### config.mk
export PLATFORM = sky130hd
export DESIGN_NAME = char_class_tokenizer_core
export DESIGN_NICKNAME = d
export VERILOG_FILES = /design/src/cctok_pkg.sv /design/src/cctok_classify.sv /design/src/cctok_step.sv /design/src/char_class_tokenizer_core.sv
export VERILOG_INCLUDE_DIRS = /design/src /design/src/src
export SDC_FILE = /design/constraint.sdc
export NUM_CORES = 1
export LEC_CHECK = 0
export BUFFER_PORTS_ARGS = -buffer_cell sky130_fd_sc_hd__buf_2
export CAP_MARGIN = 20
export CORE_ASPECT_RATIO = 1.2
export CORE_UTILIZATION = 40
export CTS_BUF_LIST = sky130_fd_sc_hd__clkbuf_16
export CTS_CLUSTER_SIZE = 16
export DETAILED_ROUTE_END_ITERATION = 8
export GPL_TIMING_DRIVEN = 0
export PLACE_DENSITY = 0.63
export SLEW_MARGIN = 20
export SYNTH_ARGS = -nofsm -noshare
export SYNTH_HDL_FRONTEND = slang
export SYNTH_SLANG_ARGS = --single-unit
### constraint.sdc
create_clock -name clk -period 5.8 [get_ports clk]
set_input_delay 0.87 -clock clk [delete_from_list [all_inputs] [get_ports clk]]
set_output_delay 0.87 -clock clk [all_outputs]
set_load 0.02 [all_outputs]
### src/char_class_tokenizer_core_defines.svh
// Assertion macros shared by the tokenizer RTL.
`ifndef CHAR_CLASS_TOKENIZER_CORE_DEFINES_SVH
`define CHAR_CLASS_TOKENIZER_CORE_DEFINES_SVH

// Same-cycle implication, checked outside reset.
`define CCT_ASSERT_NOW(label, clk, rst, ante, cons) \
  label: assert property (@(posedge clk) disable iff (rst) (ante) |-> (cons)) \
    else $error("tokenizer check failed");

// Next-cycle implication, checked outside reset.
`define CCT_ASSERT_NEXT(label, clk, rst, ante, cons) \
  label: assert property (@(posedge clk) disable iff (rst) (ante) |=> (cons)) \
    else $error("tokenizer check failed");

`endif

### src/cctok_pkg.sv
// ----------------------------------------------------------------------------
// cctok_pkg
// Class codes and the flag bundle passed from the step logic to the top level.
// ----------------------------------------------------------------------------
package cctok_pkg;

  localparam int ClassBits = 3;

  localparam logic [ClassBits-1:0] CLS_SPACE    = 3'd0;
  localparam logic [ClassBits-1:0] CLS_NUMBER   = 3'd1;
  localparam logic [ClassBits-1:0] CLS_CHARQ    = 3'd2;
  localparam logic [ClassBits-1:0] CLS_STRINGQ  = 3'd3;
  localparam logic [ClassBits-1:0] CLS_NOUN     = 3'd4;
  localparam logic [ClassBits-1:0] CLS_OPERATOR = 3'd5;
  localparam logic [ClassBits-1:0] CLS_BAD      = 3'd7;

  typedef struct packed {
    logic [ClassBits-1:0] byte_class;
    logic                 starts_token;
    logic                 closes_previous;
    logic [ClassBits-1:0] closed_class;
    logic                 bad_byte;
    logic                 finished;
  } tok_flags_t;

endpackage

### src/cctok_classify.sv
// ----------------------------------------------------------------------------
// cctok_classify
// Maps one source byte to its character class.
// ----------------------------------------------------------------------------
module cctok_classify
  import cctok_pkg::*;
(
  input  logic [7:0]           text_byte,
  output logic [ClassBits-1:0] byte_class
);

  always_comb begin
    if (text_byte inside {8'h20, 8'h09, 8'h0A, 8'h0D}) begin
      byte_class = CLS_SPACE;
    end else if (text_byte < 8'h20 || text_byte > 8'h7E) begin
      byte_class = CLS_BAD;
    end else if (text_byte inside {[8'h30:8'h39]}) begin
      byte_class = CLS_NUMBER;
    end else if (text_byte == 8'h27) begin
      byte_class = CLS_CHARQ;
    end else if (text_byte == 8'h22) begin
      byte_class = CLS_STRINGQ;
    end else if (text_byte inside {[8'h41:8'h5A], [8'h61:8'h7A], 8'h5F}) begin
      byte_class = CLS_NOUN;
    end else begin
      byte_class = CLS_OPERATOR;
    end
  end

endmodule

### src/cctok_step.sv
// ----------------------------------------------------------------------------
// cctok_step
// Next state and result flags for one byte: position update, token grouping,
// end of text and unknown byte handling.
// ----------------------------------------------------------------------------
module cctok_step
  import cctok_pkg::*;
#(
  parameter int POSITION_BITS = 16
) (
  input  logic [ClassBits-1:0]     open_class,
  input  logic [POSITION_BITS-1:0] line_count,
  input  logic [POSITION_BITS-1:0] column_count,
  input  logic                     halted,
  input  logic [7:0]               text_byte,
  input  logic                     end_of_text,
  output tok_flags_t               flags,
  output logic [7:0]               echo_byte,
  output logic [ClassBits-1:0]     open_class_next,
  output logic [POSITION_BITS-1:0] line_count_next,
  output logic [POSITION_BITS-1:0] column_count_next,
  output logic                     halted_next
);

  localparam logic [POSITION_BITS-1:0] PosMax = {POSITION_BITS{1'b1}};

  logic [ClassBits-1:0]   cls;
  logic [7:0]             eff_byte;
  logic [POSITION_BITS:0] line_inc;
  logic [POSITION_BITS:0] col_inc;
  logic [POSITION_BITS:0] col_tab;
  logic [POSITION_BITS-1:0] line_upd;
  logic [POSITION_BITS-1:0] col_upd;

  assign eff_byte = end_of_text ? 8'h00 : text_byte;

  cctok_classify u_classify (
    .text_byte  (eff_byte),
    .byte_class (cls)
  );

  // Saturating position arithmetic, one bit wider to see the carry.
  assign line_inc = {1'b0, line_count} + {{POSITION_BITS{1'b0}}, 1'b1};
  assign col_inc  = {1'b0, column_count} + {{POSITION_BITS{1'b0}}, 1'b1};
  assign col_tab  = {1'b0, column_count[POSITION_BITS-1:2], 2'b00}
                  + (POSITION_BITS+1)'(4);

  always_comb begin
    line_upd = line_count;
    if (eff_byte == 8'h0A) begin
      col_upd  = '0;
      line_upd = line_inc[POSITION_BITS] ? PosMax : line_inc[POSITION_BITS-1:0];
    end else if (eff_byte == 8'h09) begin
      col_upd = col_tab[POSITION_BITS] ? PosMax : col_tab[POSITION_BITS-1:0];
    end else begin
      col_upd = col_inc[POSITION_BITS] ? PosMax : col_inc[POSITION_BITS-1:0];
    end
  end

  always_comb begin
    flags             = '0;
    echo_byte         = eff_byte;
    open_class_next   = open_class;
    line_count_next   = line_upd;
    column_count_next = col_upd;
    halted_next       = halted;
    if (halted) begin
      // Inputs are ignored; position is held and every result says finished.
      flags.finished    = 1'b1;
      echo_byte         = 8'h00;
      line_count_next   = line_count;
      column_count_next = column_count;
    end else if (eff_byte == 8'h00) begin
      // End of text or NUL closes any open token and halts.
      flags.finished        = 1'b1;
      flags.closes_previous = (open_class != CLS_SPACE);
      flags.closed_class    = open_class;
      open_class_next       = CLS_SPACE;
      halted_next           = 1'b1;
    end else if (cls == CLS_BAD) begin
      flags.bad_byte  = 1'b1;
      open_class_next = CLS_SPACE;
      halted_next     = 1'b1;
    end else begin
      flags.byte_class      = cls;
      flags.starts_token    = (cls != CLS_SPACE) && (cls != open_class);
      flags.closes_previous = (open_class != CLS_SPACE) && (cls != open_class);
      flags.closed_class    = flags.closes_previous ? open_class : CLS_SPACE;
      open_class_next       = cls;
    end
  end

endmodule

### src/char_class_tokenizer_core.sv
// ----------------------------------------------------------------------------
// char_class_tokenizer_core
// Character-class lexer front end: one result per source byte.
// ----------------------------------------------------------------------------
// Source bytes enter on the s_ stream, one request per byte, and each byte
// gives exactly one result on the m_ stream. A byte is classed as whitespace,
// digit, char quote, string quote, identifier letter or underscore, or
// operator; runs of one class form a token, and each result says whether the
// byte starts a token and whether it closed the token before it. Line and
// column (tab stops of four) are the position after the byte and saturate at
// all ones. A NUL byte or s_tlast (end of text) closes the open token and
// raises m_tlast; an unknown byte raises m_tuser. After either the block is
// halted until reset and answers every further byte with m_tlast and the held
// position. While m_tready keeps up, the block takes one byte per cycle: a
// byte passes an input register, then the classification and position logic,
// and lands in the result register, which offers its result on m_tdata. The
// only loop is the token and position state, which closes within the one
// logic stage. A stalled result register still lets the input register take
// one more byte.
`include "char_class_tokenizer_core_defines.svh"

module char_class_tokenizer_core
  import cctok_pkg::*;
#(
  parameter int POSITION_BITS = 16
) (
  input  logic clk,
  input  logic rst,
  input  logic s_tvalid,
  output logic s_tready,
  // s_tdata: text_byte [7:0]
  input  logic [7:0] s_tdata,
  // s_tlast: end_of_text
  input  logic s_tlast,
  output logic m_tvalid,
  input  logic m_tready,
  // m_tdata from bit 0 up: byte_class (3), starts_token (1),
  // closes_previous (1), closed_class (3), echo_byte (8),
  // line_number (POSITION_BITS), column_number (POSITION_BITS), zero fill.
  output logic [(((16 + 2 * POSITION_BITS) + 7) / 8) * 8 - 1:0] m_tdata,
  // m_tuser: bad_byte
  output logic m_tuser,
  // m_tlast: finished
  output logic m_tlast
);

  localparam int TdataBits = (((16 + 2 * POSITION_BITS) + 7) / 8) * 8;

  // Input register.
  logic       in_valid;
  logic [7:0] in_byte;
  logic       in_eot;

  // Tokenizer state.
  logic [ClassBits-1:0]     open_class;
  logic [POSITION_BITS-1:0] line_count;
  logic [POSITION_BITS-1:0] column_count;
  logic                     halted;

  // Result register.
  tok_flags_t               out_flags;
  logic [7:0]               out_echo;
  logic [POSITION_BITS-1:0] out_line;
  logic [POSITION_BITS-1:0] out_column;

  // Step logic outputs.
  tok_flags_t               step_flags;
  logic [7:0]               step_echo;
  logic [ClassBits-1:0]     open_class_next;
  logic [POSITION_BITS-1:0] line_count_next;
  logic [POSITION_BITS-1:0] column_count_next;
  logic                     halted_next;

  logic out_load;

  // The result register takes the buffered byte whenever it is empty or
  // being drained this cycle; the input register refills as it empties.
  assign out_load = in_valid && (!m_tvalid || m_tready);
  assign s_tready = !in_valid || out_load;

  always_ff @(posedge clk) begin
    if (rst) begin
      in_valid <= 1'b0;
    end else if (s_tvalid && s_tready) begin
      in_valid <= 1'b1;
    end else if (out_load) begin
      in_valid <= 1'b0;
    end
  end

  always_ff @(posedge clk) begin
    if (s_tvalid && s_tready) begin
      in_byte <= s_tdata;
      in_eot  <= s_tlast;
    end
  end

  cctok_step #(
    .POSITION_BITS (POSITION_BITS)
  ) u_step (
    .open_class        (open_class),
    .line_count        (line_count),
    .column_count      (column_count),
    .halted            (halted),
    .text_byte         (in_byte),
    .end_of_text       (in_eot),
    .flags             (step_flags),
    .echo_byte         (step_echo),
    .open_class_next   (open_class_next),
    .line_count_next   (line_count_next),
    .column_count_next (column_count_next),
    .halted_next       (halted_next)
  );

  // State advances exactly when a byte moves into the result register, so
  // bytes are processed strictly in arrival order.
  always_ff @(posedge clk) begin
    if (rst) begin
      open_class   <= CLS_SPACE;
      line_count   <= {{(POSITION_BITS-1){1'b0}}, 1'b1};
      column_count <= '0;
      halted       <= 1'b0;
      m_tvalid     <= 1'b0;
    end else begin
      if (out_load) begin
        open_class   <= open_class_next;
        line_count   <= line_count_next;
        column_count <= column_count_next;
        halted       <= halted_next;
        m_tvalid     <= 1'b1;
      end else if (m_tready) begin
        m_tvalid <= 1'b0;
      end
    end
  end

  always_ff @(posedge clk) begin
    if (out_load) begin
      out_flags  <= step_flags;
      out_echo   <= step_echo;
      out_line   <= line_count_next;
      out_column <= column_count_next;
    end
  end

  assign m_tdata = TdataBits'({out_column, out_line, out_echo,
                               out_flags.closed_class, out_flags.closes_previous,
                               out_flags.starts_token, out_flags.byte_class});
  assign m_tuser = out_flags.bad_byte;
  assign m_tlast = out_flags.finished;

  // A halted block holds no open token and stays halted until reset.
  `CCT_ASSERT_NOW(a_halt_no_token, clk, rst, halted, open_class == CLS_SPACE)
  `CCT_ASSERT_NEXT(a_halt_sticks, clk, rst, halted, halted)
  // Lines are counted from one and never wrap to zero.
  `CCT_ASSERT_NOW(a_line_nonzero, clk, rst, 1'b1, line_count != '0)
  // A closed token always names its class, and a result is never both bad
  // and finished.
  `CCT_ASSERT_NOW(a_close_has_class, clk, rst, m_tvalid && out_flags.closes_previous,
                  out_flags.closed_class != CLS_SPACE)
  `CCT_ASSERT_NOW(a_bad_not_done, clk, rst, m_tvalid, !(m_tuser && m_tlast))

endmodule
==> impl_metrics.py, run 1 <==
metrics = {
    "routing": {
        "met2_length_um": 5900,
        "drcViolationCount": 0,
        "met1Wirelength_um": 5210,
        "ant_nets": 0,
        "topRoutingLayerUsed": "met4",
        "wl_per_cell_um": 15.9,
        "drt_iter0_markers": 184,
        "dr.pass1.iters": 5,
        "route.met3.wl_um": 601,
        "wirelength_um": 11900,
        "via_per_inst": 5.60,
        "vias": 4209,
    },
    "setup_path": {
        "crit_top_cell": "and4_1",
        "cp_max_fo": 10,
        "crit_buf_inv": 1,
        "r2r-start": "column_count[2]",
        "cp-end-kind": "flop",
        "max_stage_delay_ps": 870,
        "critPathKind": "reg -> reg",
        "required_ps": 5900,
        "r2r_slack_ps": 2890,
        "cp-start-kind": "flop",
        "arrival_ps": 3010,
        "rr_endpoint": "out_column[7]",
        "r2r_cells": 8,
        "path_delay_family": "compound AO/OA/AOI/OAI gates",
        "cp_slowest_cell": "a211oi_1",
        "crit_chain": "ha_1, and4_1, clkbuf_1, and4_1, a211oi_1, nor3_1, o31ai_1, nand2_1",
    },
    "global_route": {
        "grt_overflow": 0,
        "grtUsageTotal": 0.195,
        "grt_antenna_before_repair": 0,
        "grt_pass1_wl_um": 19100,
        "grt_start_max_net_pins": 31,
        "grt_pass1_vias": 3965,
    },
    "timing": {
        "tns_ps": 0,
        "period_share": 0.502,
        "rsz0062_at_grt": "false",
        "max_slew_margin": 0.314,
        "finalSetupViolations": 0,
        "min_period_ps": 2910,
        "worst_pin_slew_ps": 1020,
        "hold_violations": 0,
        "clock.fmax_mhz": 344,
        "fin_skew_ps": 8.26,
        "slew_violations": 0,
    },
    "logic_synthesis": {
        "synthArstFlopShare": 0,
        "synth_edf_count": 59,
        "syn_avg_cell_area_um2": 9.71,
        "synth-main-ff-cell": "edfxtp_1",
        "yosys_register_bits": 97,
        "syn-instance-count": 509,
        "syn-cell-area_um2": 4940,
        "yosys-top-cells-area": "edfxtp_1 (36%), dfxtp_1 (15%), nand2_1 (4.6%)",
        "yosysUniqueCellTypes": 66,
        "synth_area_leader_cell": "edfxtp_1",
        "synthTopCellsByCount": "nand2_1 (61), edfxtp_1 (59), a21oi_1 (40), dfxtp_1 (38), nor2_1 (38)",
        "ys_warn_count": 0,
        "seq_area_frac_synth": 0.512,
        "yosysMostFrequentCell": "nand2_1",
        "synth_top_area_frac": 0.358,
        "syn_nets": 525,
    },
    "min_path": {
        "worstHoldPathCells": 2,
        "min-delay-start": "open_class[1]",
        "hold_path.class": "reg -> reg",
        "worstHoldEndpoint": "open_class[1]",
    },
    "clock_tree": {
        "numCtsBuffers": 9,
        "htree_levels": 3,
        "cts-root-to-sink-buffers": 2,
        "post_cts_resized": 0,
        "postCtsHoldBufs": 0,
        "cts-root-buf": "clkbuf_16",
        "post_cts_buffers": 0,
        "clk-insertion-delay-late_ps": 350,
        "cts.sinks": 97,
        "cts.clk_slew.worst_paths_ps": 70,
        "cts_tree": "yes",
    },
    "floorplanning": {
        "die_w_um": 103,
        "die_h_um": 124,
        "ios": 65,
        "initial_core_util": 0.410,
        "dieArea_um2": 12800,
        "fp.coreArea_um2": 12100,
        "placementRows": 44,
    },
    "power": {
        "ir_worst_vdd_v": 0.000142,
        "power_density_nw_per_um2": 255,
        "p_leak_nw": 2.05,
        "power_w": 0.00147,
    },
    "run": {
        "cap_violations": 0,
    },
    "finish": {
        "area_growth_pct": 16.9,
        "insertedDiodeCount": 0,
        "drive_gt1_frac": 0.181,
        "final_util": 0.479,
        "fin_nets": 601,
        "nFillCells": 1151,
    },
    "placed_design": {
        "dp_hpwl_um": 8480,
        "place.gp.congestion": 0.855,
        "numPortBuffers": 64,
    },
    "run_status": {
        "status": "complete, no violations",
    },
}
==> metal layers <==
metal,vias up,GRT usage
met5,-,0
met4,0,0.0713
met3,12,0.0342
met2,119,0.332
met1,2010,0.246
li1,2068,-
==> kinds of logic after synthesis <==
logic type | after synthesis | share of synthesized area
AO/OA/AOI/OAI | 116 | 0.152
adder cells (fa/ha/maj) | 3 | 0.00760
AND/OR/NAND/NOR | 229 | 0.251
multiplexers | 11 | 0.0235
XOR/XNOR | 9 | 0.0160
flip-flops | 97 | 0.512
buffers and inverters | 44 | 0.0375
==> worst max-delay path by stage <==
stage | start | end | cells past startpoint
floorplan | m_tready | column_count[11] | 7
global placement | m_tready | column_count[15] | 8
detailed placement | m_tready | column_count[0] | 8
CTS | column_count[2] | out_column[7] | 8
global route | column_count[2] | out_column[7] | 8
finish | column_count[2] | out_column[7] | 8
==> layout make-up <==
cell class,instances,area (um2),share of cell area
flip-flops and latches,97,2530,0.438
repair buffers,65,340,0.0589
inverters,13,48.8,0.00845
clock inverters,6,40.0,0.00693
well taps,161,201,0.0349
clock buffers,10,250,0.0433
plain buffers,31,140,0.0243
multi-input cells,368,2220,0.385
==> worst min-delay path: stages (launching register included) <==
cell,delay (ps)
dfxtp_1,340
nand2_1,60
a21oi_1,50
==> flip-flops by register name, summed over array words and instances (netlist names), 3 cells and up <==
signal,count
open_class,3
in_byte,8
out_echo,8
column_count,16
out_column,16
out_line,16
m_tdata,8
line_count,16
==> per-stage QoR <==
step                      hold slack, ps  setup slack (ps)  cell area, um2  std cells
after detailed placement             487              2850            5490        735
after floorplan                      454              2210            4940        509
after global placement               474               926            5460        734
final                                498              2890            5780        751
after CTS                            499              2930            5780        751
after global routing                 513              2730            5780        751
==> where the power goes <==
part	internal [W]	switching, W	total, W
sequential	0.000755	0.00000991	0.000765
clock	0.000317	0.000260	0.000577
combinational	0.0000387	0.0000921	0.000131
total	0.00111	0.000362	0.00147
==> layout by cell type (no fill, tap or decap), types with 4 or more instances in the layout <==
| master | netlist | layout |
|---|---|---|
| a41oi_1 | 5 | 5 |
| a21oi_1 | 40 | 40 |
| mux2_2 | 4 | 4 |
| buf_1 | 4 | 4 |
| and3_1 | 10 | 10 |
| nand3_1 | 21 | 21 |
| nand4_1 | 14 | 14 |
| mux2i_1 | 6 | 6 |
| nor2_1 | 38 | 38 |
| nor4_1 | 7 | 7 |
| clkbuf_1 | 18 | 17 |
| o21ai_0 | 15 | 15 |
| nand2_1 | 61 | 61 |
| o211ai_1 | 5 | 5 |
| or2_2 | 4 | 4 |
| nor3_1 | 16 | 16 |
| xor2_1 | 7 | 7 |
| edfxtp_1 | 59 | 59 |
| buf_2 | 6 | 70 |
| and4_1 | 6 | 6 |
| inv_1 | 13 | 13 |
| and2_1 | 11 | 11 |
| or3_1 | 9 | 9 |
| dfxtp_1 | 38 | 38 |
| a31oi_1 | 12 | 12 |
| clkbuf_16 | 0 | 10 |
| o21a_1 | 6 | 6 |
| nand2b_1 | 6 | 6 |
Note: power is estimated with default switching activity, not from simulation.
==> run 2: changes to the inputs <==
--- a/config.mk
+++ b/config.mk
@@ -6,6 +6,7 @@
 export SDC_FILE = /design/constraint.sdc
 export NUM_CORES = 1
 export LEC_CHECK = 0
+export ABC_AREA = 1
 export BUFFER_PORTS_ARGS = -buffer_cell sky130_fd_sc_hd__buf_2
 export CAP_MARGIN = 20
 export CORE_ASPECT_RATIO = 1.2
@@ -14,7 +15,7 @@
 export CTS_CLUSTER_SIZE = 16
 export DETAILED_ROUTE_END_ITERATION = 8
 export GPL_TIMING_DRIVEN = 0
-export PLACE_DENSITY = 0.63
+export PLACE_DENSITY = 0.62
 export SLEW_MARGIN = 20
 export SYNTH_ARGS = -nofsm -noshare
 export SYNTH_HDL_FRONTEND = slang
==> constraint.sdc (replaced) <==
create_clock -name clk -period 3 [get_ports clk]
set_input_delay 0.45 -clock clk [delete_from_list [all_inputs] [get_ports clk]]
set_output_delay 0.45 -clock clk [all_outputs]
set_load 0.02 [all_outputs]
==> impl_metrics.py, run 2 <==
metrics = {
    "clock_tree": {
        "cts.clk_slew.worst_paths_ps": 60,
        "cts-root-buf": "clkbuf_16",
        "post_cts_buffers": 0,
        "htree_levels": 3,
        "clk-insertion-delay-late_ps": 350,
        "cts_tree": "yes",
        "postCtsHoldBufs": 0,
        "post_cts_resized": 0,
        "cts-root-to-sink-buffers": 2,
        "numCtsBuffers": 9,
        "cts.sinks": 97,
    },
    "setup_path": {
        "max_stage_delay_ps": 400,
        "crit_top_cell": "nand3_1",
        "arrival_ps": 2310,
        "required_ps": 3130,
        "cp-start-kind": "flop",
        "critPathKind": "reg -> reg",
        "cp_max_fo": 10,
        "cp_slowest_cell": "dfxtp_1",
        "cp-end-kind": "flop",
        "crit_chain": "ha_1, nand3_1, nor2_2, nand4_1, o21ai_1, inv_2, buf_6, nand2_1, nand3_1, o21ai_0",
    },
    "timing": {
        "finalSetupViolations": 0,
        "rsz0062_at_grt": "false",
        "period_share": 0.727,
        "max_slew_margin": 0.497,
        "fin_skew_ps": 8.59,
        "hold_violations": 0,
        "min_period_ps": 2180,
        "clock.fmax_mhz": 458,
        "tns_ps": 0,
        "worst_pin_slew_ps": 754,
        "slew_violations": 0,
    },
    "routing": {
        "wirelength_um": 12800,
        "vias": 4610,
        "via_per_inst": 5.16,
        "wl_per_cell_um": 14.4,
        "ant_nets": 0,
        "drcViolationCount": 0,
        "drt_iter0_markers": 314,
        "dr.pass1.iters": 6,
    },
    "logic_synthesis": {
        "synthArstFlopShare": 0,
        "synth-main-ff-cell": "edfxtp_1",
        "ys_warn_count": 0,
        "synthTopCellsByCount": "nand2_1 (141), inv_1 (68), nor2_1 (67), nand3_1 (65), edfxtp_1 (59)",
        "syn-cell-area_um2": 5330,
        "yosys-top-cells-area": "edfxtp_1 (33%), dfxtp_1 (14%), nand2_1 (9.9%)",
        "syn-instance-count": 649,
        "yosysUniqueCellTypes": 46,
        "seq_area_frac_synth": 0.475,
        "synth_top_area_frac": 0.332,
        "yosysMostFrequentCell": "nand2_1",
        "synth_edf_count": 59,
        "syn_nets": 665,
        "synth_area_leader_cell": "edfxtp_1",
        "syn_avg_cell_area_um2": 8.21,
        "yosys_register_bits": 97,
    },
    "placed_design": {
        "dp_hpwl_um": 9350,
        "numPortBuffers": 64,
        "placedInstanceArea_um2": 5860,
        "place.gp.congestion": 0.948,
    },
    "finish": {
        "fin_area_um2": 6140,
        "area_growth_pct": 15.3,
        "nFillCells": 1247,
        "final_cell_mix": "nand2_1 (141), inv_1 (69), buf_2 (69)",
        "drive_gt1_frac": 0.202,
        "fin_nets": 740,
        "final_common_cell": "nand2_1",
        "multi_input_area_um2": 2380,
        "insertedDiodeCount": 0,
        "final-seq-area_um2": 2530,
    },
    "min_path": {
        "hold_path.class": "in -> reg",
    },
    "floorplanning": {
        "dieArea_um2": 13800,
        "placementRows": 45,
        "die_h_um": 128,
        "fp.coreArea_um2": 12800,
        "initial_core_util": 0.415,
        "die_w_um": 107,
        "ios": 65,
    },
    "power": {
        "swShare": 0.262,
        "p_int_w": 0.00224,
        "power_frac_seq": 0.505,
        "ir_worst_vdd_v": 0.000225,
        "p_leak_nw": 2.44,
        "power_density_nw_per_um2": 493,
        "p_switching_w": 0.000795,
        "clock_power_share": 0.375,
        "combPwrFrac": 0.120,
    },
    "global_route": {
        "grtUsageTotal": 0.196,
        "grt_pass1_vias": 4415,
        "grt_start_max_net_pins": 60,
        "grt_overflow": 0,
        "grt_antenna_before_repair": 0,
        "grt_pass1_wl_um": 21100,
    },
    "run_status": {
        "status": "complete, no violations",
    },
    "run": {
        "cap_violations": 0,
    },
}
==> run 2: cell count changes after synthesis, sizes merged, moves of 7 or more <==
cell | previous run | this run
clkbuf | 19 | 9
nor4 | 7 | 0
inv | 13 | 80
a31oi | 12 | 1
nor2 | 38 | 80
nand3 | 21 | 68
or3 | 9 | 0
nand2 | 61 | 154
and3 | 10 | 0
and2 | 12 | 0
o21ai | 15 | 43
==> run 2: power groups by stage <==
stage	logic [W]	registers, W	clock network [W]
finish	0.000365	0.00153	0.00114
floorplan	0.000208	0.00160	0
detailed placement	0.000366	0.00156	0
global route	0.000404	0.00154	0.00121
CTS	0.000367	0.00153	0.00116
global placement	0.000360	0.00156	0
==> run 2: worst paths after layout <==
kind / start / endpoint / slack, ps / depth (start not counted)
setup / recovery: column_count[3] / out_column[11] / 820 / 10
hold / removal: s_tdata[0] / in_byte[0] / 270 / 1
setup reg to reg: column_count[3] / out_column[11] / 820 / 10
hold reg to reg: column_count[9] / column_count[9] / 480 / 2
==> run 2: critical path: cells and delay by family (launching register included) <==
family / cells / cell delay, ps
AO/OA/AOI/OAI: 2 / 350
adder cells (fa/ha/maj): 1 / 260
AND/OR/NAND/NOR: 5 / 690
flip-flops: 1 / 400
buffers and inverters: 2 / 270
==> run 2: area by class of cell <==
type,count,share of cell area
plain buffers,20,0.0181
clock buffers,9,0.0367
clock inverters,7,0.0102
inverters,81,0.0503
multi-input cells,451,0.387
flip-flops and latches,97,0.412
well taps,164,0.0334
repair buffers,64,0.0521
==> run 2: kinds of logic (layout without fill, tap and decap cells) <==
group,count (synthesis),in the layout,synth area share
AOI/OAI and AO/OA,94,94,0.105
adders and majority gates,3,3,0.00704
buffers and inverters,101,181,0.0784
and+or+nand+nor,343,343,0.316
DFF,97,97,0.475
xor gates and xnor gates,11,11,0.0181
==> run 2: per-layer routing <==
layer  vias up  track usage  share of wire
met3        22       0.0294          0.038
li1       2318            -              -
met4         0       0.0830          0.021
met2       116        0.337           0.50
met5         -            0              0
met1      2154        0.245           0.44
==> run 2: per-stage QoR <==
step / setup WS [ps] / cells / util / total power (W) / hold WS (ps)
after global placement: 636 / 877 / 0.456 / 0.00192 / 477
after global routing: 646 / 893 / 0.479 / 0.00315 / 271
final: 818 / 893 / 0.479 / 0.00303 / 275
after floorplan: 1150 / 649 / - / 0.00181 / 458
after CTS: 865 / 893 / 0.479 / 0.00306 / 264
after detailed placement: 825 / 877 / 0.456 / 0.00192 / 478
